$ cat src/hw/rtl/dem_pkg.sv
`default_nettype none
// ---------------------------------------------------------------------------
// dem_pkg
// Constants shared by the decimal-exponent modular power block.
// ---------------------------------------------------------------------------
package dem_pkg;

  localparam int unsigned MODULUS   = 1337;
  // Internal residue width follows the modulus
  localparam int unsigned RES_W     = $clog2(MODULUS);
  // Fixed field widths of the stream and config payloads
  localparam int unsigned BASE_W    = 31;
  localparam int unsigned DIGIT_W   = 4;
  localparam int unsigned RESIDUE_W = 11;
  localparam int unsigned S_DATA_W  = 8;
  localparam int unsigned M_DATA_W  = 16;
  // r^10 from r takes nine further products
  localparam int unsigned SQ_COUNT  = 9;

endpackage

`default_nettype wire

$ cat src/hw/rtl/decimal_exponent_modpow.sv
`default_nettype none
// ---------------------------------------------------------------------------
// decimal_exponent_modpow
// Modular power a^E mod MODULUS with E streamed as decimal digits.
// ---------------------------------------------------------------------------
// Each input item carries one exponent digit d (most significant first); the
// block updates the running residue r to r^10 * a^d mod MODULUS and returns
// one output item with the new residue, tlast marking the final digit, after
// which r returns to 1. All products run on a single bit-serial modular
// multiplier that consumes one multiplier bit per cycle: nine products by r,
// then d products by the base, after which the result waits until the output
// register is free, and the next item can be accepted once it is loaded there.
// A write to base_value while idle or reducing reduces the base modulo MODULUS
// one bit per cycle, holding s_axis_tready_o low during the write and the
// reduction after it. The next item is accepted while a finished result still
// waits in the output register.
module decimal_exponent_modpow (
  input  wire logic                         clk_i,
  input  wire logic                         rst_ni,
  // Configuration: base_value
  input  wire logic                         cfg_we_i,
  input  wire logic [dem_pkg::BASE_W-1:0]   cfg_wdata_i,
  // Input stream
  input  wire logic                         s_axis_tvalid_i,
  output      logic                         s_axis_tready_o,
  input  wire logic [dem_pkg::S_DATA_W-1:0] s_axis_tdata_i,  // [3:0] digit, rest zero
  input  wire logic                         s_axis_tlast_i,  // final digit flag
  // Output stream
  output      logic                         m_axis_tvalid_o,
  input  wire logic                         m_axis_tready_i,
  output      logic [dem_pkg::M_DATA_W-1:0] m_axis_tdata_o,  // [10:0] residue, rest zero
  output      logic                         m_axis_tlast_o   // final_res
);

  localparam int unsigned RW    = dem_pkg::RES_W;
  localparam int unsigned CNT_W = $clog2(RW + 1);
  localparam int unsigned BW    = dem_pkg::BASE_W;
  localparam int unsigned BCN_W = $clog2(BW + 1);
  localparam logic [RW:0]   MOD_X   = (RW + 1)'(dem_pkg::MODULUS);
  localparam logic [RW-1:0] ONE_R   = RW'(1);
  localparam logic [3:0]    SQ_INIT = 4'(dem_pkg::SQ_COUNT);

  localparam logic [1:0] ST_IDLE = 2'd0;
  localparam logic [1:0] ST_RED  = 2'd1;
  localparam logic [1:0] ST_MUL  = 2'd2;
  localparam logic [1:0] ST_HOLD = 2'd3;

  logic [1:0]       state_q, state_d;
  logic [RW-1:0]    run_q, run_d;       // running residue
  logic [RW-1:0]    base_q, base_d;     // a mod MODULUS
  logic [BW-1:0]    bsh_q, bsh_d;       // base bits still to reduce
  logic [BCN_W-1:0] bcnt_q, bcnt_d;
  logic [RW-1:0]    acc_q, acc_d;       // product chain value
  logic [RW-1:0]    prod_q, prod_d;     // partial product
  logic [RW-1:0]    shf_q, shf_d;       // multiplier bits, MSB first
  logic [CNT_W-1:0] bit_q, bit_d;
  logic [3:0]       sq_q, sq_d;         // r products left
  logic [3:0]       dl_q, dl_d;         // a products left
  logic             last_q, last_d;
  logic             ov_q, ov_d;
  logic [RW-1:0]    ores_q, ores_d;
  logic             olast_q, olast_d;

  logic             s_acc;
  logic [RW-1:0]    mcand;
  logic [RW:0]      dbl, sum;
  logic [RW-1:0]    dbl_r, step;
  logic [RW:0]      bdbl;
  logic [RW-1:0]    bstep;
  logic [3:0]       sq_n, dl_n;

  // Take items only when idle, and hold them off while the base is being written
  assign s_axis_tready_o = (state_q == ST_IDLE) && !cfg_we_i;
  assign s_acc           = s_axis_tvalid_i && s_axis_tready_o;
  assign m_axis_tvalid_o = ov_q;
  assign m_axis_tdata_o  = dem_pkg::M_DATA_W'(dem_pkg::RESIDUE_W'(ores_q));
  assign m_axis_tlast_o  = olast_q;

  // One bit of acc * mcand mod MODULUS: double, then add on a set bit
  assign mcand = (sq_q != 4'd0) ? run_q : base_q;
  assign dbl   = {prod_q, 1'b0};
  assign dbl_r = (dbl >= MOD_X) ? RW'(dbl - MOD_X) : dbl[RW-1:0];
  assign sum   = {1'b0, dbl_r} + (shf_q[RW-1] ? {1'b0, mcand} : '0);
  assign step  = (sum >= MOD_X) ? RW'(sum - MOD_X) : sum[RW-1:0];

  // One bit of base reduction, Horner form
  assign bdbl  = {base_q, bsh_q[BW-1]};
  assign bstep = (bdbl >= MOD_X) ? RW'(bdbl - MOD_X) : bdbl[RW-1:0];

  assign sq_n = (sq_q != 4'd0) ? sq_q - 4'd1 : sq_q;
  assign dl_n = (sq_q != 4'd0) ? dl_q : dl_q - 4'd1;

  always_comb begin
    state_d = state_q;
    run_d   = run_q;
    base_d  = base_q;
    bsh_d   = bsh_q;
    bcnt_d  = bcnt_q;
    acc_d   = acc_q;
    prod_d  = prod_q;
    shf_d   = shf_q;
    bit_d   = bit_q;
    sq_d    = sq_q;
    dl_d    = dl_q;
    last_d  = last_q;
    ov_d    = ov_q;
    ores_d  = ores_q;
    olast_d = olast_q;

    if (ov_q && m_axis_tready_i) begin
      ov_d = 1'b0;
    end

    case (state_q)
      ST_IDLE: begin
        if (cfg_we_i) begin
          base_d  = '0;
          bsh_d   = cfg_wdata_i;
          bcnt_d  = BCN_W'(BW);
          state_d = ST_RED;
        end else if (s_acc) begin
          acc_d   = run_q;
          prod_d  = '0;
          shf_d   = run_q;
          bit_d   = CNT_W'(RW);
          sq_d    = SQ_INIT;
          dl_d    = s_axis_tdata_i[dem_pkg::DIGIT_W-1:0];
          last_d  = s_axis_tlast_i;
          state_d = ST_MUL;
        end
      end
      ST_RED: begin
        if (cfg_we_i) begin
          // restart on a fresh write
          base_d = '0;
          bsh_d  = cfg_wdata_i;
          bcnt_d = BCN_W'(BW);
        end else begin
          base_d = bstep;
          bsh_d  = {bsh_q[BW-2:0], 1'b0};
          bcnt_d = bcnt_q - BCN_W'(1);
          if (bcnt_q == BCN_W'(1)) begin
            state_d = ST_IDLE;
          end
        end
      end
      ST_MUL: begin
        prod_d = step;
        shf_d  = {shf_q[RW-2:0], 1'b0};
        bit_d  = bit_q - CNT_W'(1);
        if (bit_q == CNT_W'(1)) begin
          // product done: advance to the next one or finish
          acc_d  = step;
          sq_d   = sq_n;
          dl_d   = dl_n;
          prod_d = '0;
          shf_d  = step;
          bit_d  = CNT_W'(RW);
          if (sq_n == 4'd0 && dl_n == 4'd0) begin
            state_d = ST_HOLD;
          end
        end
      end
      ST_HOLD: begin
        if (!ov_q || m_axis_tready_i) begin
          ov_d    = 1'b1;
          ores_d  = acc_q;
          olast_d = last_q;
          run_d   = last_q ? ONE_R : acc_q;
          state_d = ST_IDLE;
        end
      end
      default: begin
        state_d = ST_IDLE;
      end
    endcase
  end

  always_ff @(posedge clk_i or negedge rst_ni) begin
    if (!rst_ni) begin
      state_q <= ST_IDLE;
      run_q   <= ONE_R;
      base_q  <= ONE_R;
      bcnt_q  <= '0;
      bit_q   <= '0;
      sq_q    <= '0;
      dl_q    <= '0;
      ov_q    <= 1'b0;
    end else begin
      state_q <= state_d;
      run_q   <= run_d;
      base_q  <= base_d;
      bcnt_q  <= bcnt_d;
      bit_q   <= bit_d;
      sq_q    <= sq_d;
      dl_q    <= dl_d;
      ov_q    <= ov_d;
    end
  end

  always_ff @(posedge clk_i) begin
    bsh_q   <= bsh_d;
    acc_q   <= acc_d;
    prod_q  <= prod_d;
    shf_q   <= shf_d;
    last_q  <= last_d;
    ores_q  <= ores_d;
    olast_q <= olast_d;
  end

  // Accepted item always starts the multiplier
  a_start: assert property (@(posedge clk_i) disable iff (!rst_ni)
    s_acc && !cfg_we_i |=> state_q == ST_MUL)
    else $error("accepted item did not start the multiplier");

  // Residues stay reduced
  a_run_red: assert property (@(posedge clk_i) disable iff (!rst_ni)
    run_q < RW'(dem_pkg::MODULUS))
    else $error("running residue not reduced");

  a_base_red: assert property (@(posedge clk_i) disable iff (!rst_ni)
    state_q != ST_RED |-> base_q < RW'(dem_pkg::MODULUS))
    else $error("base not reduced");

  // A waiting result is never overwritten before it is taken
  a_no_overwrite: assert property (@(posedge clk_i) disable iff (!rst_ni)
    ov_q && !m_axis_tready_i |=> ov_q && $stable(ores_q) && $stable(olast_q))
    else $error("pending result overwritten");

  // Bit counter stays within one multiplier width while multiplying
  a_bit_cnt: assert property (@(posedge clk_i) disable iff (!rst_ni)
    state_q == ST_MUL |-> bit_q != '0 && bit_q <= CNT_W'(RW))
    else $error("bit counter out of range");

endmodule

`default_nettype wire
$ cat config.mk
export PLATFORM = sky130hd
export DESIGN_NAME = decimal_exponent_modpow
export DESIGN_NICKNAME = d
export VERILOG_FILES = /design/src/hw/rtl/dem_pkg.sv /design/src/hw/rtl/decimal_exponent_modpow.sv
export SDC_FILE = /design/constraint.sdc
export NUM_CORES = 1
export LEC_CHECK = 0
export ABC_AREA = 1
export BUFFER_PORTS_ARGS = -buffer_cell sky130_fd_sc_hd__buf_4
export CAP_MARGIN = 20
export CORE_ASPECT_RATIO = 1.4
export CORE_MARGIN = 4
export CORE_UTILIZATION = 35
export DETAILED_ROUTE_END_ITERATION = 8
export HOLD_SLACK_MARGIN = 0.1
export PLACE_DENSITY = 0.51
export REMOVE_ABC_BUFFERS = 1
export SYNTH_ARGS = -nofsm -noshare
export SYNTH_HDL_FRONTEND = slang
export SYNTH_SLANG_ARGS = --single-unit
$ cat constraint.sdc
create_clock -name clk_i -period 8.2 [get_ports clk_i]
set_input_delay 0 -clock clk_i [delete_from_list [all_inputs] [get_ports clk_i]]
set_output_delay 0 -clock clk_i [all_outputs]
set_load 0.1 [all_outputs]
**After elaboration in Yosys (flattened, before gate mapping)**

Index checks and enable logic that the tools add are counted.

- Bits in registers: 119
- Output and inout bits: 19
- Input bits: 45
- Word-level logic and storage cells: 110

- Add/sub/neg operators: 8
- Reductions and logical operators: 19
- Magnitude comparators: 3
- Multiplexer cells: 50
- Bitwise operators: 1
- Eq/ne operators: 14

Operators by type and width:

| operator | count |
|---|---|
| 11-bit two-way mux | 15 |
| 11-bit one-hot mux with 2 select lines | 4 |
| 31-bit two-way mux | 2 |
| 31-bit one-hot mux with 2 select lines | 1 |
| 4-bit two-way mux | 11 |
| 12-bit by 11-bit >= comparator with 1-bit output (second input constant) | 3 |
| 11-bit subtractor (second input constant) | 3 |
| 4-bit one-hot mux with 2 select lines | 3 |
| 2-bit inequality test (second input constant) | 8 |
| 2-bit two-way mux | 7 |
| 11-bit by 11-bit adder with 12-bit output | 1 |
| 4-bit by 1-bit subtractor with 4-bit output (second input constant) | 3 |
| 5-bit two-way mux | 2 |
| 5-bit one-hot mux with 2 select lines | 1 |
| 4-bit logical NOT | 2 |
| 2-bit one-hot mux with 4 select lines | 1 |
| 3-bit AND reduction | 2 |
| 6-bit AND reduction | 1 |
| 5-bit by 1-bit == test with 1-bit output (second input constant) | 1 |
| 5-bit by 1-bit subtractor with 5-bit output (second input constant) | 1 |
| 2-bit == test (second input constant) | 2 |
| 4-bit by 1-bit == test with 1-bit output (second input constant) | 1 |
| 1-bit logical AND | 4 |
| 2-bit AND reduction | 2 |
| other kinds (10) | 14 |

**Longest topological paths before layout**

Gate-level depths: netlist of the first run.

- Word-level depth: 8
- Depth in mapped cells: 33
- Depth with buffers taken out: 32

**Worst setup path before layout of the first run**

OpenSTA, ideal clock, no wires.

- Path kind: register to register
- Start: register prod_q[0]
- End: register shf_q[10] (data pin)
- Stages on the path, launching flop included: 31
- Arrival: 3.274 ns
- Path buffers: 1
- Path slack: 4.673 ns
- Library setup time: 0.252 ns
- Data required time: 7.948 ns
- Clock period less this slack: 3.527 ns
- Cells stage by stage: edfxtp_1 inv_1 a21oi_1 nand3_1 nand2_1 a21oi_1 inv_1 nand2_1 inv_1 nor2_1 inv_1 nand3b_1 o21ai_0 xnor2_1 inv_1 ha_1 nand2_1 inv_1 a21oi_1 nand3_1 nand2_1 nand2_2 a21oi_2 nand3_2 buf_6 nand2_1 nand2_1 nand2_1 nand2_1 nand2_1 nand2_1

- Word-level cells in the longest chain between the ends: 7
- Elaborated cells between the ends (all ways): 9
- Classes of those cells: 3 x add/sub; 2 x order compare; 4 x mux

RTL lines:

| item | line | source |
|---|---|---|
| from (decl) | decimal_exponent_modpow.sv:54 | `logic [RW-1:0] prod_q, prod_d;` |
| from (signal assigned) | decimal_exponent_modpow.sv:204 | `prod_q <= prod_d;` |
| 11-bit subtractor or 12-bit by 11-bit >= comparator with 1-bit output (tied branches) | decimal_exponent_modpow.sv:82 | `assign dbl_r = (dbl >= MOD_X) ? RW'(dbl - MOD_X) : dbl[RW-1:0];` |
| 11-bit two-way mux * | decimal_exponent_modpow.sv:82 |  |
| 11-bit by 11-bit adder with 12-bit output * | decimal_exponent_modpow.sv:83 | `assign sum = {1'b0, dbl_r} + (shf_q[RW-1] ? {1'b0, mcand} : '0);` |
| 11-bit subtractor or 12-bit by 11-bit >= comparator with 1-bit output (tied branches) | decimal_exponent_modpow.sv:84 | `assign step = (sum >= MOD_X) ? RW'(sum - MOD_X) : sum[RW-1:0];` |
| 11-bit two-way mux * | decimal_exponent_modpow.sv:84 |  |
| 11-bit two-way mux * | decimal_exponent_modpow.sv:151 | `if (bit_q == CNT_W'(1)) begin` |
| 11-bit one-hot mux with 2 select lines * | decimal_exponent_modpow.sv:114 | `case (state_q)` |
| net shf_d[10] | decimal_exponent_modpow.sv:55 | `logic [RW-1:0] shf_q, shf_d;` |
| to (signal assigned) | decimal_exponent_modpow.sv:205 | `shf_q <= shf_d;` |
| to (decl) | decimal_exponent_modpow.sv:55 |  |

Mark *: on every way through the listed nets, which the timed path passes. The rest lies on a longest branch.
A chain may end at the register's enable or synchronous reset.

**Worst setup path after layout of the first run**

- Start: register prod_q[2]
- End: register shf_q[9] (data pin)

The elaborated chain is that of the path after synthesis.

==> impl_metrics.json, run 1 <==
{
  "chipHeight_um": 174.1,
  "via_per_inst": 4.697,
  "clkLatencyLatePin_ns": 0.42,
  "synth_flop_cell": "edfxtp_1",
  "cp.required_ns": 8.36,
  "dr.pass1.iters": 5,
  "postSynthAreaPerCell_um2": 7.989,
  "async_flop_share": 0.3529,
  "dieWidth_um": 126.6,
  "yosysSeqAreaShare": 0.4882,
  "grt_max_degree": 46,
  "cp_common_cell": "nand2_1",
  "max_stage_delay_ns": 0.51,
  "rows": 60,
  "worst-path-buf-inv": 4,
  "ios": 64,
  "slowest_stage": "a21oi_2",
  "routedWlPerCell_um": 13.44,
  "syn_to_final_growth_pct": 23.01,
  "ys_top_cells_by_area": "edfxtp_1 (34%), nand2_1 (17%), dfrtp_1 (15%)",
  "first_global_vias": 5694,
  "slew_headroom": 0.3426,
  "p_per_area_mw_per_mm2": 166.6,
  "synth_area_leader_cell": "edfxtp_1",
  "synthSimpleGateAreaFrac": 0.2753,
  "dpl_cell_area_mm2": 0.007512,
  "cp.arrival_ns": 5.20,
  "yosysUniqueCellTypes": 41,
  "clkSinkCount": 119,
  "max-vdd-ir-drop_mv": 0.1161,
  "skew_ns": 0.02148,
  "setup_viol": 0,
  "multi_input_area_mm2": 0.003007,
  "cp-start-kind": "flip-flop",
  "cts_buffer_depth": 2,
  "hold_viol": 0,
  "worst-slew-pin-transition_ns": 0.9833,
  "drv_slew": 0,
  "power_leakage_nw": 4.086,
  "cts_resized": 0,
  "synth_top_family_by_area": "simple AND/OR/NAND/NOR gates",
  "syn-cell-area_mm2": 0.006894,
  "start_util": 0.3573,
  "h-tree-depth": 4,
  "synth_commonest_cells": "nand2_1 (308), inv_1 (96), edfxtp_1 (77)",
  "antenna_found_initial": 0,
  "synth-xor-area-share": 0.02377,
  "grt_overflow": 0,
  "synth_top_cell_area_share": 0.3354,
  "worstSetupPathType": "flip-flop to flip-flop",
  "drcViolationCount": 0,
  "ys.warnings.count": 0,
  "core_area_mm2": 0.01929,
  "gr-usage-all-layers": 0.1506,
  "period_needed_ns": 5.037,
  "synth_compound_area_frac": 0.09038,
  "final_area_mm2": 0.008481,
  "synth_edf_count": 77,
  "min_path_type": "input pin to asynchronous set/reset pin",
  "drive_above_1_share": 0.1260,
  "ant_nets": 0,
  "totalWireLength_um": 16340,
  "cts_tree": "yes",
  "dp_hpwl_um": 11630,
  "min_period_over_period": 0.6142,
  "ys_seq_elements": 119,
  "setup_tns_ns": 0,
  "die_area_mm2": 0.02204,
  "status": "completed",
  "dr.first_iter.drc_count": 205,
  "grt_setup_unrepaired": "false",
  "clk_pin_slew_ns": 0.07,
  "cp-end-kind": "flip-flop",
  "seq_area_mm2": 0.003366,
  "root_buffer": "clkbuf_16",
  "vias": 5711,
  "cts_buffers": 17,
  "crit_path_max_fanout": 11,
  "fillCellCount": 1920,
  "final_nets": 1023,
  "drv_cap": 0,
  "synth_adder_area_share": 0.04283,
  "synth.area.mux_share": 0,
  "path_delay_family": "simple AND/OR/NAND/NOR gates",
  "portBuffers": 54,
  "synthMostInstantiatedCell": "nand2_1",
  "synth_cells": 863,
  "grt_pass1_wl_um": 26990,
  "clock.fmax_ghz": 0.1985,
  "diodes": 0,
  "gp_congestion": 0.7815
}
==> report_power, final <==
part / total [mW] / internal [mW] / switching, mW
Combinational: 0.0550 / 0.0285 / 0.0265
Sequential: 0.641 / 0.640 / 0.00143
Clock: 0.717 / 0.424 / 0.293
==> sequential cells by signal, indices dropped and copies added (netlist names), 5 cells and up <==
register and flops:
ores_q 11, acc_q 11, base_q 11, prod_q 11, run_q 11, shf_q 11, bsh_q 31, bcnt_q 5
==> cells by family after synthesis <==
kind of cell | after synthesis
buffers and inverters | 132
AOI/OAI and AO/OA | 116
other | 1
and+or+nand+nor | 455
adders and majority gates | 23
DFF | 119
xor gates and xnor gates | 17
==> what timing repair did <==
| action | CTS | global route |
|---|---|---|
| buffers inserted | 0 | 0 |
| hold buffers | 40 | 0 |
| setup endpoints to repair | 0 | 0 |
| endpoints found under the hold margin | 81 | 0 |
==> layer usage <==
metal | routed length, µm | GRT usage | part of all wire | up-vias
li1 | - | - | - | 2995
met2 | 8571 | 0.2798 | 0.52 | 85
met5 | 0 | 0 | 0 | -
met3 | 387 | 0.02521 | 0.024 | 22
met1 | 7051 | 0.1716 | 0.43 | 2609
met4 | 327 | 0.05277 | 0.020 | 0
==> per-stage QoR <==
step | hold slack [ns] | std cells | util | power, mW | worst slack [ns]
6_report | 0.1257 | 1216 | 0.4396 | 1.413 | 3.163
3_3_place_gp | 0.04068 | 1144 | 0.3894 | 0.6928 | 3.192
4_1_cts | 0.1480 | 1216 | 0.4396 | 1.431 | 3.168
5_1_grt | 0.1883 | 1216 | 0.4396 | 1.461 | 2.714
2_1_floorplan | -0.2956 | 836 | - | 0.6714 | 4.373
3_5_place_dp | 0.04840 | 1144 | 0.3894 | 0.6930 | 3.204
==> layout by cell type, fill, tap and decap left out, types with 17 or more instances in the layout <==
cell	netlist	routed
nand2_1	308	308
inv_1	96	96
edfxtp_1	77	77
buf_4	9	60
o21ai_0	59	59
nor2_1	53	50
nand3_1	47	47
dfrtp_1	40	40
dlygate4sd3_1	0	40
a21oi_1	37	37
ha_1	22	22
nand4_1	17	17
clkbuf_16	0	17
==> worst register-to-register path, stage by stage (launching register included) <==
cell,delay [ns]
edfxtp_1,0.40
inv_1,0.13
a21oi_1,0.08
nand3_1,0.14
nand2_1,0.11
a21oi_1,0.14
inv_1,0.07
nand2_1,0.06
inv_1,0.05
nor2_1,0.42
inv_1,0.28
nand2_1,0.16
nor3_1,0.07
xor2_1,0.15
ha_1,0.38
nand2_1,0.12
nor2_1,0.18
nand3_1,0.17
nand4_1,0.18
nand2_1,0.14
a21oi_2,0.51
nand3_2,0.36
nand2_1,0.14
nand2_1,0.06
nand2_1,0.14
nand2_1,0.08
nand2_1,0.06
nand2_1,0.04
==> area by class of cell <==
class | count | area share
Inverter | 101 | 0.04470
Multi-Input combinational cell | 616 | 0.3545
Clock inverter | 14 | 0.01638
Sequential cell | 119 | 0.3969
Clock buffer | 18 | 0.05060
Timing Repair Buffer | 100 | 0.1003
Tap cell | 248 | 0.03659
==> path summary, 6_finish.rpt <==
path	start	endpoint	slack, ns	cells after the start
hold reg to reg	acc_q[9]	ores_q[9]	0.46	0
hold / removal	rst_ni	m_axis_tvalid_o	0.13	2
min in group clk_i	s_axis_tlast_i	last_q	0.30	2
setup / recovery	prod_q[2]	shf_q[9]	3.16	27
setup reg to reg	prod_q[2]	shf_q[9]	3.16	27
max in group asynchronous	rst_ni	run_q[6]	7.64	2
Power figures use the tool's default switching activity.
==> inputs of run 2 (changes only) <==
==> constraint.sdc (replaced) <==
create_clock -name clk_i -period 4.7 [get_ports clk_i]
set_input_delay 0 -clock clk_i [delete_from_list [all_inputs] [get_ports clk_i]]
set_output_delay 0 -clock clk_i [all_outputs]
set_load 0.1 [all_outputs]
==> run 2 against run 1 <==
  * Cell count up 0.41%
  * Utilization up 0.18 points
  * Critical path depth is the same
  * Highest routed layer unchanged
  * Largest power group unchanged
  * Combinational power increased by 75%
  * Clock power increased by 74%
  * Global-route usage rose by 0.27 points
==> impl_metrics.json, run 2 (same netlist as run 1, synthesis figures left out) <==
{
  "dieWidth_um": 126.6,
  "r2r_slack_ns": 0.48,
  "largest_register_ffs": 31,
  "h-tree-depth": 4,
  "cp.required_ns": 4.86,
  "power_mw": 2.465,
  "antenna_found_initial": 0,
  "min_period_over_period": 0.8987,
  "multi_input_area_mm2": 0.003007,
  "skew_ns": 0.01008,
  "p_per_area_mw_per_mm2": 289.5,
  "top_register": "bsh_q",
  "root_buffer": "clkbuf_16",
  "fillCellCount": 1982,
  "totalWireLength_um": 16390,
  "dpl.cell_count": 1149,
  "hold_viol": 0,
  "cts_buffers": 17,
  "dr.first_iter.drc_count": 246,
  "hold_ws_ns": 0.1274,
  "gr-usage-all-layers": 0.1532,
  "seq_area_mm2": 0.003366,
  "clock.fmax_ghz": 0.2368,
  "rows": 60,
  "portBuffers": 54,
  "status": "completed",
  "cp-end-kind": "flip-flop",
  "final_common_cell": "nand2_1",
  "cts_buffer_depth": 2,
  "grt_max_degree": 43,
  "cts_tree": "yes",
  "diodes": 0,
  "first_global_vias": 5696,
  "clkLatencyLatePin_ns": 0.41,
  "chipHeight_um": 174.1,
  "drv_cap": 0,
  "slew_headroom": 0.4497,
  "vias": 5757,
  "clk_pin_slew_ns": 0.06,
  "die_area_mm2": 0.02204,
  "dr.pass1.iters": 4,
  "syn_to_final_growth_pct": 23.52,
  "grt_overflow": 0,
  "drcViolationCount": 0,
  "layout_common_cells": "nand2_1 (308), inv_1 (96), edfxtp_1 (77), buf_4 (65), o21ai_0 (59)",
  "worstSetupPathType": "flip-flop to flip-flop",
  "cp.arrival_ns": 4.39,
  "place_ws_ns": 0.4953,
  "setup_tns_ns": 0,
  "via_per_inst": 4.715,
  "cts_resized": 0,
  "finalWorstSetupSlack_ns": 0.4763,
  "grt_setup_unrepaired": "false",
  "crit_path_max_fanout": 11,
  "worst-slew-pin-transition_ns": 0.8246,
  "grt_pass1_wl_um": 27500,
  "clkSinkCount": 119,
  "core_area_mm2": 0.01929,
  "setup_viol": 0,
  "period_needed_ns": 4.224,
  "drive_above_1_share": 0.1305,
  "max-vdd-ir-drop_mv": 0.2203,
  "ios": 64,
  "final_nets": 1028,
  "start_util": 0.3573,
  "ant_nets": 0,
  "drv_slew": 0,
  "gp_congestion": 0.8008,
  "routedWlPerCell_um": 13.42,
  "cp-start-kind": "flip-flop",
  "min_path_type": "input pin to asynchronous set/reset pin",
  "power_leakage_nw": 4.099,
  "dp_hpwl_um": 11890,
  "finalNonFillerCells": 1221
}
[run 2: changes by cell type in the layout (fill, tap and decap cells not counted), sizes merged]
cell / delta
buf: +5
clkinv: -2
clkinvlp: +2
[run 2: worst max-delay path, cell delays in order, from the launching register on]
cell and delay (ns):
edfxtp_1 0.32, inv_1 0.07, a21oi_1 0.19, nand3_1 0.16, nand2_1 0.15, a21oi_1 0.08, inv_1 0.07, nand2_1 0.05
inv_1 0.06, nor2_1 0.05, inv_1 0.22, nand2_1 0.13, nor3_1 0.21, xor2_1 0.14, ha_1 0.38, nand2_1 0.12
nor2_1 0.18, nand3_1 0.15, nand4_1 0.17, nand2_1 0.15, a21oi_2 0.19, nand3_2 0.26, nand2_1 0.14, nand2_1 0.06
nand2_1 0.12, nand2_1 0.06, nand2_1 0.06, nand2_1 0.05
[run 2: report_power, final]
group          internal [mW]  leakage [nW]  switching (mW)  total (mW)
Clock                  0.738         0.257           0.513        1.25
Sequential              1.12          1.22         0.00250        1.12
Combinational         0.0497          2.62          0.0464      0.0961
Total                   1.90          4.10           0.562        2.47
[run 2: what timing repair did]
| item | CTS | global route |
|---|---|---|
| hold buffers | 40 | 0 |
| setup endpoints to repair | 0 | 0 |
| endpoints found under the hold margin | 81 | 0 |
| setup buffers | 0 | 0 |
[run 2: per-stage QoR]
step | util | area, µm²
after global placement | 0.3913 | 7550
final | 0.4414 | 8516
after floorplan | - | 6744
after CTS | 0.4414 | 8516
after global routing | 0.4414 | 8516
after detailed placement | 0.3913 | 7550
[run 2: area by class of cell]
type / instances / area share
multi-input cells: 616 / 0.3531
well taps: 248 / 0.03644
flip-flops and latches: 119 / 0.3952
inverters: 101 / 0.04452
clock buffers: 18 / 0.05040
repair buffers: 105 / 0.1043
clock inverters: 14 / 0.01602
[run 2: final timing paths]
| check | from | endpoint | depth (start not counted) |
|---|---|---|---|
| max reg2reg | prod_q[0] | shf_q[9] | 27 |
| min reg2reg | acc_q[4] | ores_q[4] | 0 |
| min in group clk_i | s_axis_tlast_i | last_q | 2 |
| min | rst_ni | m_axis_tvalid_o | 2 |
| max | prod_q[0] | shf_q[9] | 27 |
| max in group asynchronous | rst_ni | run_q[7] | 2 |
[run 2: routing by layer]
metal / part of all wire / track usage / wire, µm / vias to the layer above
li1: - / - / - / 3004
met1: 0.44 / 0.1836 / 7216 / 2688
met2: 0.53 / 0.2783 / 8635 / 56
met3: 0.017 / 0.01967 / 276 / 9
met4: 0.016 / 0.05501 / 262 / 0
met5: 0 / 0 / 0 / -
